### src/rtl/core/rbfe_pkg.sv
`timescale 1ns / 1ps
// ----------------------------------------------------------------------------
// RSSI burst feature extractor package
// Widths, register map, sequencer states and the divider request and
// response types that the extractor modules share.
// ----------------------------------------------------------------------------
package rbfe_pkg;

    // Item field widths
    localparam int LEVEL_W = 8;
    localparam int RUN_W   = 8;
    localparam int SIZE_W  = 16;
    localparam int SUM_W   = 24;
    localparam int TIME_W  = 32;
    localparam int SEEN_W  = 8;
    localparam int IDX_W   = 7;
    localparam int MEAN_W  = 12;

    // The mean never exceeds 4096, so thirteen quotient bits suffice.
    localparam int QUO_W      = 13;
    localparam int DIVIDEND_W = SUM_W + 4;

    localparam logic [MEAN_W-1:0] MEAN_MAX = 12'd4080;

    // Bursts past this count within one record are flagged.
    localparam int MAX_BURSTS = 128;

    // Stream widths
    localparam int S_TDATA_W = 16;
    localparam int M_TDATA_W = 136;
    localparam int M_TUSER_W = 2;

    // Register map
    localparam int                  PADDR_W           = 3;
    localparam int                  PDATA_W           = 32;
    localparam logic [PADDR_W-1:0]  ADDR_MAX_POWER    = 3'd0;
    localparam logic [LEVEL_W-1:0]  MAX_POWER_RESET   = 8'd16;

    // Sequencer states
    typedef enum logic [1:0] {
        ST_IDLE,
        ST_DIV,
        ST_PUSH
    } state_t;

    // Divider request and response
    typedef struct packed {
        logic                  start;
        logic [DIVIDEND_W-1:0] dividend;
        logic [SIZE_W-1:0]     divisor;
    } div_req_t;

    typedef struct packed {
        logic             done;
        logic [QUO_W-1:0] quotient;
    } div_rsp_t;

endpackage

### src/rtl/core/rbfe_cfg.sv
`timescale 1ns / 1ps
// ----------------------------------------------------------------------------
// RSSI burst feature extractor configuration registers
// APB-style register slave holding the highest level that may open a burst.
// ----------------------------------------------------------------------------
module rbfe_cfg
    import rbfe_pkg::*;
(
    input  logic               clk,
    input  logic               rst_n,
    input  logic               psel,
    input  logic               penable,
    input  logic               pwrite,
    input  logic [PADDR_W-1:0] paddr,
    input  logic [PDATA_W-1:0] pwdata,
    output logic [PDATA_W-1:0] prdata,
    output logic               pready,
    output logic [LEVEL_W-1:0] max_power_level
);

    logic [LEVEL_W-1:0] max_power_reg;
    logic               wr_en;

    // Zero wait states on every access.
    assign pready = 1'b1;
    assign wr_en  = psel && penable && pwrite && pready && (paddr == ADDR_MAX_POWER);

    // Register write.
    always_ff @(posedge clk or negedge rst_n)
    begin
        if (!rst_n)
        begin
            max_power_reg <= MAX_POWER_RESET;
        end
        else if (wr_en)
        begin
            max_power_reg <= pwdata[LEVEL_W-1:0];
        end
    end

    // Read-back; unmapped addresses read as zero.
    always_comb
    begin
        prdata = '0;
        if (paddr == ADDR_MAX_POWER)
        begin
            prdata = {{(PDATA_W-LEVEL_W){1'b0}}, max_power_reg};
        end
    end

    assign max_power_level = max_power_reg;

endmodule

### src/rtl/core/rbfe_div.sv
`timescale 1ns / 1ps
// ----------------------------------------------------------------------------
// RSSI burst feature extractor divider
// Restoring divider with one shared compare and subtract unit, producing
// one quotient bit per cycle.
// ----------------------------------------------------------------------------
module rbfe_div
    import rbfe_pkg::*;
(
    input  logic     clk,
    input  logic     rst_n,
    input  div_req_t req,
    output div_rsp_t rsp
);

    localparam int CNT_W = $clog2(QUO_W + 1);

    logic [SIZE_W-1:0] rem_reg;
    logic [SIZE_W-1:0] rem_next;
    logic [QUO_W-1:0]  shq_reg;
    logic [QUO_W-1:0]  shq_next;
    logic [SIZE_W-1:0] dvs_reg;
    logic [CNT_W-1:0]  cnt_reg;
    logic [CNT_W-1:0]  cnt_next;
    logic              busy_reg;
    logic              busy_next;
    logic              done_reg;
    logic              done_next;
    logic [SIZE_W:0]   trial;
    logic [SIZE_W:0]   diff;
    logic              qbit;

    // Shared compare and subtract: the partial remainder always stays below
    // the divisor, so the difference fits back into the remainder width.
    assign trial = {rem_reg, shq_reg[QUO_W-1]};
    assign diff  = trial - {1'b0, dvs_reg};
    assign qbit  = (trial >= {1'b0, dvs_reg});

    // Iteration control.
    always_comb
    begin
        rem_next  = rem_reg;
        shq_next  = shq_reg;
        cnt_next  = cnt_reg;
        busy_next = busy_reg;
        done_next = 1'b0;
        if (req.start)
        begin
            // The upper dividend bits are already below the divisor because
            // the quotient fits in thirteen bits.
            rem_next  = {{(SIZE_W-(DIVIDEND_W-QUO_W)+1){1'b0}},
                         req.dividend[DIVIDEND_W-1:QUO_W+1]};
            rem_next  = {rem_next[SIZE_W-2:0], req.dividend[QUO_W]};
            shq_next  = req.dividend[QUO_W-1:0];
            cnt_next  = CNT_W'(QUO_W);
            busy_next = 1'b1;
        end
        else if (busy_reg)
        begin
            rem_next = qbit ? diff[SIZE_W-1:0] : trial[SIZE_W-1:0];
            shq_next = {shq_reg[QUO_W-2:0], qbit};
            cnt_next = cnt_reg - 1'b1;
            if (cnt_reg == CNT_W'(1))
            begin
                busy_next = 1'b0;
                done_next = 1'b1;
            end
        end
    end

    // Datapath registers.
    always_ff @(posedge clk)
    begin
        rem_reg <= rem_next;
        shq_reg <= shq_next;
        if (req.start)
        begin
            dvs_reg <= req.divisor;
        end
    end

    // Control registers.
    always_ff @(posedge clk or negedge rst_n)
    begin
        if (!rst_n)
        begin
            cnt_reg  <= '0;
            busy_reg <= 1'b0;
            done_reg <= 1'b0;
        end
        else
        begin
            cnt_reg  <= cnt_next;
            busy_reg <= busy_next;
            done_reg <= done_next;
        end
    end

    assign rsp.done     = done_reg;
    assign rsp.quotient = shq_reg;

endmodule

### src/rtl/core/rssi_burst_feature_extractor_core.sv
`timescale 1ns / 1ps
// ----------------------------------------------------------------------------
// RSSI burst feature extractor
// Turns run-length coded RSSI entries into busy-burst features and running
// idle and busy sample counts, one result item per input item.
// ----------------------------------------------------------------------------
// Each accepted entry yields exactly one result item. An entry that closes a
// burst (the first idle entry after busy ones, or an end-of-record mark with
// a burst pending) passes through the 13-step shift-subtract divider that
// forms the mean power before it is pushed to the output register; any
// other entry is pushed straight from the staging registers. The block
// works on one entry at a time, but accepts the next entry while the
// previous result still waits in the output register. The threshold
// register may be written only while no entry is in flight.
// ----------------------------------------------------------------------------
module rssi_burst_feature_extractor_core
    import rbfe_pkg::*;
#(
    parameter int BURST_LIMIT = MAX_BURSTS
)
(
    input  logic                 clk,
    input  logic                 rst_n,
    // Input entries
    input  logic                 s_tvalid,
    output logic                 s_tready,
    input  logic [S_TDATA_W-1:0] s_tdata,   // [7:0] power_level, [15:8] run_len
    input  logic                 s_tuser,   // [0] start_of_record
    input  logic                 s_tlast,   // end_of_record
    // Result items
    output logic                 m_tvalid,
    input  logic                 m_tready,
    // [15:0] burst_len, [27:16] mean_power, [59:28] burst_start,
    // [66:60] burst_index, [98:67] free_count, [130:99] busy_count,
    // [135:131] zero
    output logic [M_TDATA_W-1:0] m_tdata,
    output logic [M_TUSER_W-1:0] m_tuser,   // [0] burst_valid, [1] burst_overflow
    // Configuration port
    input  logic                 psel,
    input  logic                 penable,
    input  logic                 pwrite,
    input  logic [PADDR_W-1:0]   paddr,
    input  logic [PDATA_W-1:0]   pwdata,
    output logic [PDATA_W-1:0]   prdata,
    output logic                 pready
);

    localparam int PAD_W = M_TDATA_W - (SIZE_W + MEAN_W + TIME_W + IDX_W + 2 * TIME_W);

    // Configuration
    logic [LEVEL_W-1:0] max_power_level;

    rbfe_cfg u_cfg (
        .clk             (clk),
        .rst_n           (rst_n),
        .psel            (psel),
        .penable         (penable),
        .pwrite          (pwrite),
        .paddr           (paddr),
        .pwdata          (pwdata),
        .prdata          (prdata),
        .pready          (pready),
        .max_power_level (max_power_level)
    );

    // Sequencer and record state
    state_t              state_reg;
    state_t              state_next;
    logic [SIZE_W-1:0]   size_reg;
    logic [SUM_W-1:0]    sum_reg;
    logic [TIME_W-1:0]   time_reg;
    logic [TIME_W-1:0]   idle_reg;
    logic [TIME_W-1:0]   active_reg;
    logic [SEEN_W-1:0]   seen_reg;

    // Staged result of the entry in flight
    logic                res_emit_reg;
    logic [SIZE_W-1:0]   res_size_reg;
    logic [TIME_W-1:0]   res_start_reg;
    logic [IDX_W-1:0]    res_idx_reg;
    logic                res_ovf_reg;
    logic [TIME_W-1:0]   res_free_reg;
    logic [TIME_W-1:0]   res_busy_reg;

    // Output register
    logic                m_valid_reg;
    logic [M_TDATA_W-1:0] m_data_reg;
    logic [M_TUSER_W-1:0] m_user_reg;

    // Entry decode
    logic [LEVEL_W-1:0]  level;
    logic [RUN_W-1:0]    run;
    logic                sor;
    logic                eor;
    logic                acc;
    logic                out_free;
    logic                load_out;

    logic [TIME_W-1:0]   t0;
    logic [TIME_W-1:0]   i0;
    logic [TIME_W-1:0]   a0;
    logic [SEEN_W-1:0]   bs0;
    logic                is_open;
    logic                skip;
    logic                busy_path;
    logic                idle_path;
    logic [2*RUN_W-1:0]  prod;
    logic [SUM_W:0]      sum_add;
    logic [SUM_W-1:0]    sum_sat;
    logic [SIZE_W:0]     size_add;
    logic [SIZE_W-1:0]   size_sat;
    logic [TIME_W-1:0]   run_ext;
    logic [TIME_W-1:0]   t_mid;
    logic                emit;
    logic [SIZE_W-1:0]   e_size;
    logic [SUM_W-1:0]    e_sum;
    logic [TIME_W-1:0]   idle_run;
    logic [TIME_W-1:0]   busy_run;

    logic [MEAN_W-1:0]   mean;

    div_req_t            div_req;
    div_rsp_t            div_rsp;

    assign level = s_tdata[LEVEL_W-1:0];
    assign run   = s_tdata[LEVEL_W+RUN_W-1:LEVEL_W];
    assign sor   = s_tuser;
    assign eor   = s_tlast;
    assign acc   = s_tvalid && s_tready;

    // State as seen after a start-of-record clear.
    assign t0  = sor ? '0 : time_reg;
    assign i0  = sor ? '0 : idle_reg;
    assign a0  = sor ? '0 : active_reg;
    assign bs0 = sor ? '0 : seen_reg;

    // Classify the entry.
    assign is_open   = (size_reg != '0);
    assign skip      = !is_open && (level > max_power_level);
    assign busy_path = !skip && (level > LEVEL_W'(1));
    assign idle_path = !skip && !busy_path;

    // Saturating burst accumulation.
    assign prod     = level * run;
    assign sum_add  = {1'b0, sum_reg} + {{(SUM_W+1-2*RUN_W){1'b0}}, prod};
    assign sum_sat  = sum_add[SUM_W] ? {SUM_W{1'b1}} : sum_add[SUM_W-1:0];
    assign size_add = {1'b0, size_reg} + {{(SIZE_W+1-RUN_W){1'b0}}, run};
    assign size_sat = size_add[SIZE_W] ? {SIZE_W{1'b1}} : size_add[SIZE_W-1:0];

    // Time at the point a burst would close; idle runs are added after it.
    assign run_ext  = {{(TIME_W-RUN_W){1'b0}}, run};
    assign t_mid    = busy_path ? (t0 + run_ext) : t0;
    assign idle_run = idle_path ? run_ext : '0;
    assign busy_run = busy_path ? run_ext : '0;

    // A burst closes on the first idle entry or is flushed at end of record.
    assign emit   = (idle_path && is_open) || (eor && busy_path && (size_sat != '0));
    assign e_size = busy_path ? size_sat : size_reg;
    assign e_sum  = busy_path ? sum_sat : sum_reg;

    // Divider for the mean power.
    assign div_req.start    = acc && emit;
    assign div_req.dividend = {e_sum, 4'b0000};
    assign div_req.divisor  = e_size;

    rbfe_div u_div (
        .clk   (clk),
        .rst_n (rst_n),
        .req   (div_req),
        .rsp   (div_rsp)
    );

    // Clamp the mean; entries without a burst report zero.
    always_comb
    begin
        mean = '0;
        if (res_emit_reg)
        begin
            if (div_rsp.quotient > {1'b0, MEAN_MAX})
            begin
                mean = MEAN_MAX;
            end
            else
            begin
                mean = div_rsp.quotient[MEAN_W-1:0];
            end
        end
    end

    assign out_free = !m_valid_reg || m_tready;

    // Next state.
    always_comb
    begin
        state_next = state_reg;
        case (state_reg)
            ST_IDLE:
            begin
                if (acc)
                begin
                    state_next = emit ? ST_DIV : ST_PUSH;
                end
            end
            ST_DIV:
            begin
                if (div_rsp.done)
                begin
                    state_next = ST_PUSH;
                end
            end
            ST_PUSH:
            begin
                if (out_free)
                begin
                    state_next = ST_IDLE;
                end
            end
            default:
            begin
                state_next = ST_IDLE;
            end
        endcase
    end

    // Sequencer outputs.
    always_comb
    begin
        s_tready = 1'b0;
        load_out = 1'b0;
        case (state_reg)
            ST_IDLE:
            begin
                s_tready = 1'b1;
            end
            ST_PUSH:
            begin
                load_out = out_free;
            end
            default:
            begin
                s_tready = 1'b0;
                load_out = 1'b0;
            end
        endcase
    end

    // Sequencer and record state registers.
    always_ff @(posedge clk or negedge rst_n)
    begin
        if (!rst_n)
        begin
            state_reg  <= ST_IDLE;
            size_reg   <= '0;
            sum_reg    <= '0;
            time_reg   <= '0;
            idle_reg   <= '0;
            active_reg <= '0;
            seen_reg   <= '0;
        end
        else
        begin
            state_reg <= state_next;
            if (acc)
            begin
                if (emit)
                begin
                    size_reg <= '0;
                    sum_reg  <= '0;
                    seen_reg <= (bs0 == {SEEN_W{1'b1}}) ? bs0 : (bs0 + 1'b1);
                end
                else
                begin
                    size_reg <= busy_path ? size_sat : size_reg;
                    sum_reg  <= busy_path ? sum_sat : sum_reg;
                    seen_reg <= bs0;
                end
                time_reg   <= t_mid + idle_run;
                idle_reg   <= i0 + idle_run;
                active_reg <= a0 + busy_run;
            end
        end
    end

    // Stage the result fields of the accepted entry.
    always_ff @(posedge clk)
    begin
        if (acc)
        begin
            res_emit_reg  <= emit;
            res_size_reg  <= emit ? e_size : '0;
            res_start_reg <= emit ? (t_mid - {{(TIME_W-SIZE_W){1'b0}}, e_size}) : '0;
            res_idx_reg   <= emit ? bs0[IDX_W-1:0] : '0;
            res_ovf_reg   <= emit && ({1'b0, bs0} >= (SEEN_W+1)'(BURST_LIMIT));
            res_free_reg  <= i0 + idle_run;
            res_busy_reg  <= a0 + busy_run;
        end
    end

    // Output register valid.
    always_ff @(posedge clk or negedge rst_n)
    begin
        if (!rst_n)
        begin
            m_valid_reg <= 1'b0;
        end
        else if (load_out)
        begin
            m_valid_reg <= 1'b1;
        end
        else if (m_tready)
        begin
            m_valid_reg <= 1'b0;
        end
    end

    // Output register payload.
    always_ff @(posedge clk)
    begin
        if (load_out)
        begin
            m_data_reg <= {{PAD_W{1'b0}}, res_busy_reg, res_free_reg, res_idx_reg,
                           res_start_reg, mean, res_size_reg};
            m_user_reg <= {res_ovf_reg, res_emit_reg};
        end
    end

    assign m_tvalid = m_valid_reg;
    assign m_tdata  = m_data_reg;
    assign m_tuser  = m_user_reg;

endmodule

### config.mk
export PLATFORM = sky130hd
export DESIGN_NAME = rssi_burst_feature_extractor_core
export DESIGN_NICKNAME = d
export VERILOG_FILES = /design/src/rtl/core/rbfe_pkg.sv /design/src/rtl/core/rbfe_cfg.sv /design/src/rtl/core/rbfe_div.sv /design/src/rtl/core/rssi_burst_feature_extractor_core.sv
export SDC_FILE = /design/constraint.sdc
export NUM_CORES = 1
export LEC_CHECK = 0
export BUFFER_PORTS_ARGS = -buffer_cell sky130_fd_sc_hd__buf_2
export CAP_MARGIN = 5
export CORE_ASPECT_RATIO = 1.1
export CORE_MARGIN = 10
export CORE_UTILIZATION = 45
export CTS_BUF_LIST = sky130_fd_sc_hd__clkbuf_2 sky130_fd_sc_hd__clkbuf_4 sky130_fd_sc_hd__clkbuf_8
export DETAILED_ROUTE_END_ITERATION = 10
export GPL_TIMING_DRIVEN = 0
export PLACE_DENSITY_LB_ADDON = 0.2
export SYNTH_ARGS = -nofsm -noshare
export SYNTH_HDL_FRONTEND = slang
export SYNTH_SLANG_ARGS = --single-unit
### constraint.sdc
create_clock -name clk -period 14.4 [get_ports clk]
set_clock_uncertainty 0.1 [all_clocks]
set_input_delay 0.72 -clock clk [delete_from_list [all_inputs] [get_ports clk]]
set_output_delay 0.72 -clock clk [all_outputs]
set_load 0.02 [all_outputs]
==> out/results.ini, run 1 <==
[global_routing]
grt_pass1_wl_um=120000
grt_pass1_vias=21100
antenna_found_initial=2
grt_usage_pct=21.9
grt_start_max_net_pins=105
gr-total-overflow=0

[timing]
clock.fmax_mhz=105
drv_slew=0
rsz0062_at_grt=false
timing.slew.headroom_pct=15.6
setup_viol=0
fin_crit_ns=9.51
period_share_pct=66.0
worstMarginPinSlew_ns=1.27
hold_violations=0

[cts]
cts_hold_buf=1
cts.sinks=460
numCtsBuffers=76
cts.path.max_buffers=3
root_buffer=clkbuf_8
post_cts_buffers=0
clk_latency_ns=0.68
h-tree-depth=3
tritoncts=yes
cts_resized=0
path_clk_slew_ns=0.06

[layout]
nNetsFinal=3234
drive_gt1_share_pct=13.8
syn_to_final_growth_pct=14.2
largest_reg_flops=131
nFillCells=5470
finish.utilization_pct=51.9

[synth]
synth_edf_count=294
postSynthCellCount=2694
yosysWarnings=0
ys.flop_type=edfxtp_1
synth.avg_cell_area_um2=10.1
yosys.area.top_type=edfxtp_1
ys_top_cells_by_area=edfxtp_1 (33%), dfrtp_1 (15%), ha_1 (5.7%)
synth_top_area_share_pct=32.5
ys_top_cells_by_count=nand2_1 (327), edfxtp_1 (294), nor2_1 (246)
netlist_area_mm2=0.0272
synth-seq-cells=460
synth.distinct_cells=97
yosysMostFrequentCell=nand2_1
ys_seq_area_share_pct=47.7
synthArstFlopShare_pct=35.0

[worst_setup_path]
crit_type=in2reg
worstPathMaxFanout=10
startpoint_type=input port
rrSetupSlack_ns=6.35
cp_data_arrival_time_ns=9.78
worstPathRequired_ns=14.67
setup.worst_path.end_class=flip-flop

[min_path]
hold_class=in2reg

[place]
hpwl_um=59300
gp_congestion=0.928
port_buffers=178

[power]
power_mw=6.51
power.leakage_nw=13.2
irDropWorstVdd_mv=0.112
powerDensity_mw_per_mm2=210

[detailed_routing]
postRouteAntennaNets=0
first_iter_violations=1450
dr.pass1.iters=5
wirelength_um=78700
drc=0
vias=21000
wl_per_cell_um=20.6
via_per_inst=5.48

[floorplan]
start_util_pct=45.5
dieHeight_um=278
chipWidth_um=254
ios=233
rows=94
core-area_mm2=0.0597
die_area_mm2=0.0706

[status]
status=completed

[run]
drv_cap=0

==> final timing paths <==
| kind | start | to | depth (start not counted) |
|---|---|---|---|
| max reg2reg | size_reg[13]$_DFFE_PN0P_ | res_start_reg[28]$_SDFFCE_PP0P_ | 22 |
| min | pwdata[5] | u_cfg.max_power_level[5]$_DFFE_PN0P_ | 3 |
| max in group asynchronous | rst_n | idle_reg[18]$_DFFE_PN0P_ | 3 |
| min reg2reg | res_start_reg[10]$_SDFFCE_PP0P_ | m_tdata[38]$_DFFE_PP_ | 0 |
| min in group asynchronous | rst_n | u_div.cnt_reg[3]$_DFFE_PN0P_ | 2 |
| max | s_tuser | res_start_reg[28]$_SDFFCE_PP0P_ | 24 |
==> area by class of cell <==
class / instances / area, um^2 / share of cell area (%)
clock inverters: 48 / 462 / 1.49
inverters: 195 / 732 / 2.36
diodes: 1 / 2.50 / 0.00807
well taps: 768 / 961 / 3.10
plain buffers: 145 / 697 / 2.25
flip-flops and latches: 460 / 13000 / 41.8
repair buffers: 193 / 1110 / 3.59
multi-input cells: 1922 / 12900 / 41.6
clock buffers: 93 / 1200 / 3.86
==> logic make-up (layout without fill, tap and decap cells) <==
family          Yosys count  count (layout)  share of synthesized area (%)
compound gates          491             491                           11.6
xor+xnor                143             143                           4.61
fa+ha+maj               181             181                           9.91
buf+inv                 340             674                           5.26
flops                   460             460                           47.7
mux                      89              89                           3.36
other cells               2              31                         0.0276
simple gates            988             988                           17.5
==> power breakdown <==
part	leakage (nW)	switching (mW)	total (mW)	internal, mW
Clock	0.855	0.562	1.27	0.703
Sequential	4.99	0.172	2.11	1.94
Combinational	7.32	2.01	3.13	1.12
Total	13.2	2.75	6.51	3.76
==> metal layers <==
metal  GRT usage, %  vias up  part of all wire, %
li1               -     9999                    -
met2           38.7      596                   50
met5              0        -                    0
met4           9.40        0                  3.9
met1           26.2    10200                   41
met3           3.11      147                  5.0
==> metrics by stage <==
| step | TNS (ns) | hold slack, ns | instance area (um^2) | setup slack [ns] | std cells |
|---|---|---|---|---|---|
| 2_1_floorplan | 0 | 0.300 | 27300 | 3.08 | 2722 |
| 3_3_place_gp | -21.64 | 0.302 | 29100 | -0.209 | 3668 |
| 3_5_place_dp | 0 | 0.305 | 29300 | 4.41 | 3682 |
| 4_1_cts | 0 | 0.119 | 31000 | 5.11 | 3824 |
| 5_1_grt | 0 | 0.156 | 31000 | 4.68 | 3825 |
| 6_report | 0 | 0.179 | 31000 | 4.89 | 3825 |
==> worst max-delay path, cell delays in order <==
cell and delay (ns):
buf_2 0.13, buf_2 0.32, clkbuf_1 0.75, clkbuf_1 0.71, clkbuf_1 0.74, buf_1 0.64, nor2b_1 0.20, ha_1 0.34
a211oi_1 0.33, o21ai_1 0.25, o21ai_0 0.55, nor3_1 0.14, xnor2_1 0.66, ha_1 0.42, a21oi_1 0.22, o21ai_0 0.13
a21o_1 0.21, a221o_1 0.37, a31oi_1 0.50, or3b_1 0.53, or2_2 0.38, nor4_1 0.28, xor2_1 0.18, nor2_1 0.05
==> placed cells by master (no fill, tap or decap), types with 11 or more instances in the layout <==
master    instances
buf_4            31
buf_1            16
nor2b_1          56
dfrtp_1         160
xnor2_1          95
nor3_1           44
clkbuf_4         13
edfxtp_1        294
a21o_1           25
or2_2            13
ha_1            124
inv_1           192
buf_2           193
nand2b_1         17
nand3_1          54
fa_1             57
nand4_1          26
a21oi_1         105
nor2_1          246
and2_1           75
a31oi_1          18
or3_1            15
buf_6            11
nor4_1           34
o211ai_1         14
o31ai_1          38
conb_1           30
o21a_1           36
clkinv_2         14
nand2_1         327
and3_1           29
a211oi_1         17
xor2_1           48
clkbuf_1         79
o21ai_0         147
mux2i_1          75
clkinv_1         17
clkbuf_8         80
mux2_2           13
Power figures use the tool's default switching activity.
==> run 2: changes to the inputs <==
Settings changed: ABC_AREA from default to 1.
Clock period 14.4 ns to 9.3 ns, I/O delays scaled along.
==> run 2 against run 1 <==
Compared with the run above: worst hold slack got worse by 0.053 ns; wire length increased by 2.9%; combinational power rose by 74%; sequential power rose by 55%; non-clock buffer count down 18; critical path type unchanged; total power is 64% higher; critical endpoint is now res_start_reg[29]$_SDFFCE_PP0P_; global-route usage shrank 0.073 points; die area grew 4.2%; area after synthesis rose by 4.5%; synthesized cell count increased by 27%.
==> out/results.ini, run 2 <==
[status]
status=completed

[timing]
layout_setup_ws_ns=2.60
setup_viol=0
clock.fmax_mhz=149
worstMarginPinSlew_ns=1.08
timing.slew.headroom_pct=27.7
drv_slew=0
period_share_pct=72.1
rsz0062_at_grt=false
fin_crit_ns=6.70
whs_ns=0.127
hold_violations=0
setup_tns_ns=0

[worst_setup_path]
cp.depth=32
reg2reg_depth=27
cp_top_family=buffers and inverters
crit_top_cell=nand2_1
cp_slowest_stage_delay_ns=0.69
crit_buf_inv=7
setup.worst_path.end_class=flip-flop
crit_type=in2reg
startpoint_type=input port
worstPathRequired_ns=9.65
worstPathMaxFanout=10
cp_data_arrival_time_ns=7.06
crit_slowest_cell=clkbuf_1

[cts]
cts.path.max_buffers=3
path_clk_slew_ns=0.07
cts_resized=0
tritoncts=yes
h-tree-depth=3
post_cts_buffers=0
cts_hold_buf=11
numCtsBuffers=79
root_buffer=clkbuf_8
cts.sinks=460
clk_latency_ns=0.70

[run]
drv_cap=0

[layout]
postLayoutCellArea_mm2=0.0324
finish.utilization_pct=51.9
seqCellArea_mm2=0.0130
nNetsFinal=3976
final_cell_mix=nand2_1 (916), inv_1 (526), nor2_1 (361)
nFillCells=6027
largest_reg_flops=131
fin_cells=4634
multi_input_area_mm2=0.0128
mostFrequentLayoutCell=nand2_1
syn_to_final_growth_pct=14.1
drive_gt1_share_pct=13.1

[synth]
yosysMostFrequentCell=nand2_1
ys_seq_area_share_pct=45.6
ys_top_cells_by_count=nand2_1 (916), inv_1 (526), nor2_1 (362)
synth-seq-cells=460
ys_top_cells_by_area=edfxtp_1 (31%), dfrtp_1 (14%), nand2_1 (12%)
synth_edf_count=294
ys.flop_type=edfxtp_1
postSynthCellCount=3431
synth_top_area_share_pct=31.1
yosys.area.top_type=edfxtp_1
synth.distinct_cells=58
synthArstFlopShare_pct=35.0
yosysWarnings=0
synth.avg_cell_area_um2=8.27
netlist_area_mm2=0.0284

[detailed_routing]
vias=23200
dr.pass1.iters=6
via_per_inst=5.01
postRouteAntennaNets=0
wirelength_um=81000
drc=0
wl_per_cell_um=17.5
first_iter_violations=1870

[floorplan]
core-area_mm2=0.0625
dieHeight_um=283
rows=96
die_area_mm2=0.0735
ios=233
start_util_pct=45.5
chipWidth_um=259

[place]
hpwl_um=62200
port_buffers=177
gp_congestion=0.958
placed_cell_area_mm2=0.0306
place_inst=4476
pre_cts_slack_ns=2.01

[power]
pwr-share-seq_pct=30.7
power_mw=10.7
powerDensity_mw_per_mm2=329
internal_power_mw=5.82
clock_power_share_pct=18.4
swShare_pct=45.4
power.switching_mw=4.85
pwr-share-comb_pct=51.0
power.leakage_nw=15.4
irDropWorstVdd_mv=0.195

[global_routing]
gr-total-overflow=0
antenna_found_initial=4
grt_pass1_wl_um=127000
grt_start_max_net_pins=108
grt_pass1_vias=22400
grt_usage_pct=21.9

[min_path]
hold_class=in2reg
whs_path_depth=5

-- run 2: cell count changes after synthesis, moves of 74 or more --
cell / before / now
nand2_1: 327 / 916
inv_1: 192 / 526
nor2_1: 246 / 362
nand3_1: 54 / 158
mux2i_1: 75 / 0
and2_1: 75 / 1
-- run 2: kinds of logic after synthesis --
group	after synthesis	synth area share, %
and+or+nand+nor	1624	24.3
DFF	460	45.6
adders and majority gates	181	9.48
other	2	0.0265
xor gates and xnor gates	117	3.61
buffers and inverters	662	9.64
muxes	1	0.0397
AOI/OAI and AO/OA	384	7.26
-- run 2: worst reg2reg max path, cell delays in order, from the launching register on --
cell and delay, ns:
dfstp_2 0.51, inv_1 0.06, ha_1 0.27, nand2_1 0.05
nor2_1 0.11, and2_1 0.24, nor2_4 0.07, a21oi_2 0.25
buf_2 0.35, buf_2 0.35, buf_2 0.34, o22ai_1 0.18
inv_1 0.15, ha_1 0.16, inv_1 0.06, fa_1 0.38
nand2_1 0.07, inv_1 0.05, o21ai_0 0.14, nand2_1 0.11
nand3_1 0.08, nand2_1 0.11, nand4_1 0.15, a21oi_1 0.09
nor2_1 0.45, nand3_2 0.26, o21ai_0 0.22, a21oi_1 0.09
-- run 2: worst paths after layout --
kind	startpoint	end	slack [ns]
worst max-delay path	s_tuser	res_start_reg[29]$_SDFFCE_PP0P_	2.60
worst min-delay path	penable	u_cfg.max_power_level[4]$_DFFE_PN1P_	0.13
worst max register to register	u_cfg.max_power_level[4]$_DFFE_PN1P_	res_start_reg[30]$_SDFFCE_PP0P_	3.63
worst min register to register	res_busy_reg[6]$_DFFE_PP_	m_tdata[105]$_DFFE_PP_	0.31
max in group asynchronous	rst_n	seen_reg[5]$_DFFE_PN0P_	7.94
min in group asynchronous	rst_n	u_cfg.max_power_level[2]$_DFFE_PN0P_	0.19
-- run 2: layout make-up --
class	count	area share (%)
sequential	460	40.0
multi-input combinational	2337	39.5
inverter	537	6.22
clock buffer	108	4.16
timing repair buffer	195	3.61
tap	833	3.22
buffer	125	2.24
clock inverter	38	1.01
antenna	1	0.00772
-- run 2: layer usage --
| layer | global-route usage [%] | wire, um | vias up |
|---|---|---|---|
| met3 | 4.30 | 5470 | 132 |
| met1 | 29.1 | 36000 | 10800 |
| met2 | 34.8 | 36800 | 669 |
| met4 | 7.90 | 2650 | 4 |
| li1 | - | - | 11600 |
| met5 | 0 | 26 | - |
-- run 2: power by group through the flow --
stage	Clock, mW	Sequential [mW]	Combinational (mW)
floorplan	0	3.48	3.66
global placement	0	3.39	5.29
detailed placement	0	3.30	5.38
CTS	2.02	3.27	5.42
global route	2.10	3.33	6.14
finish	1.96	3.27	5.44
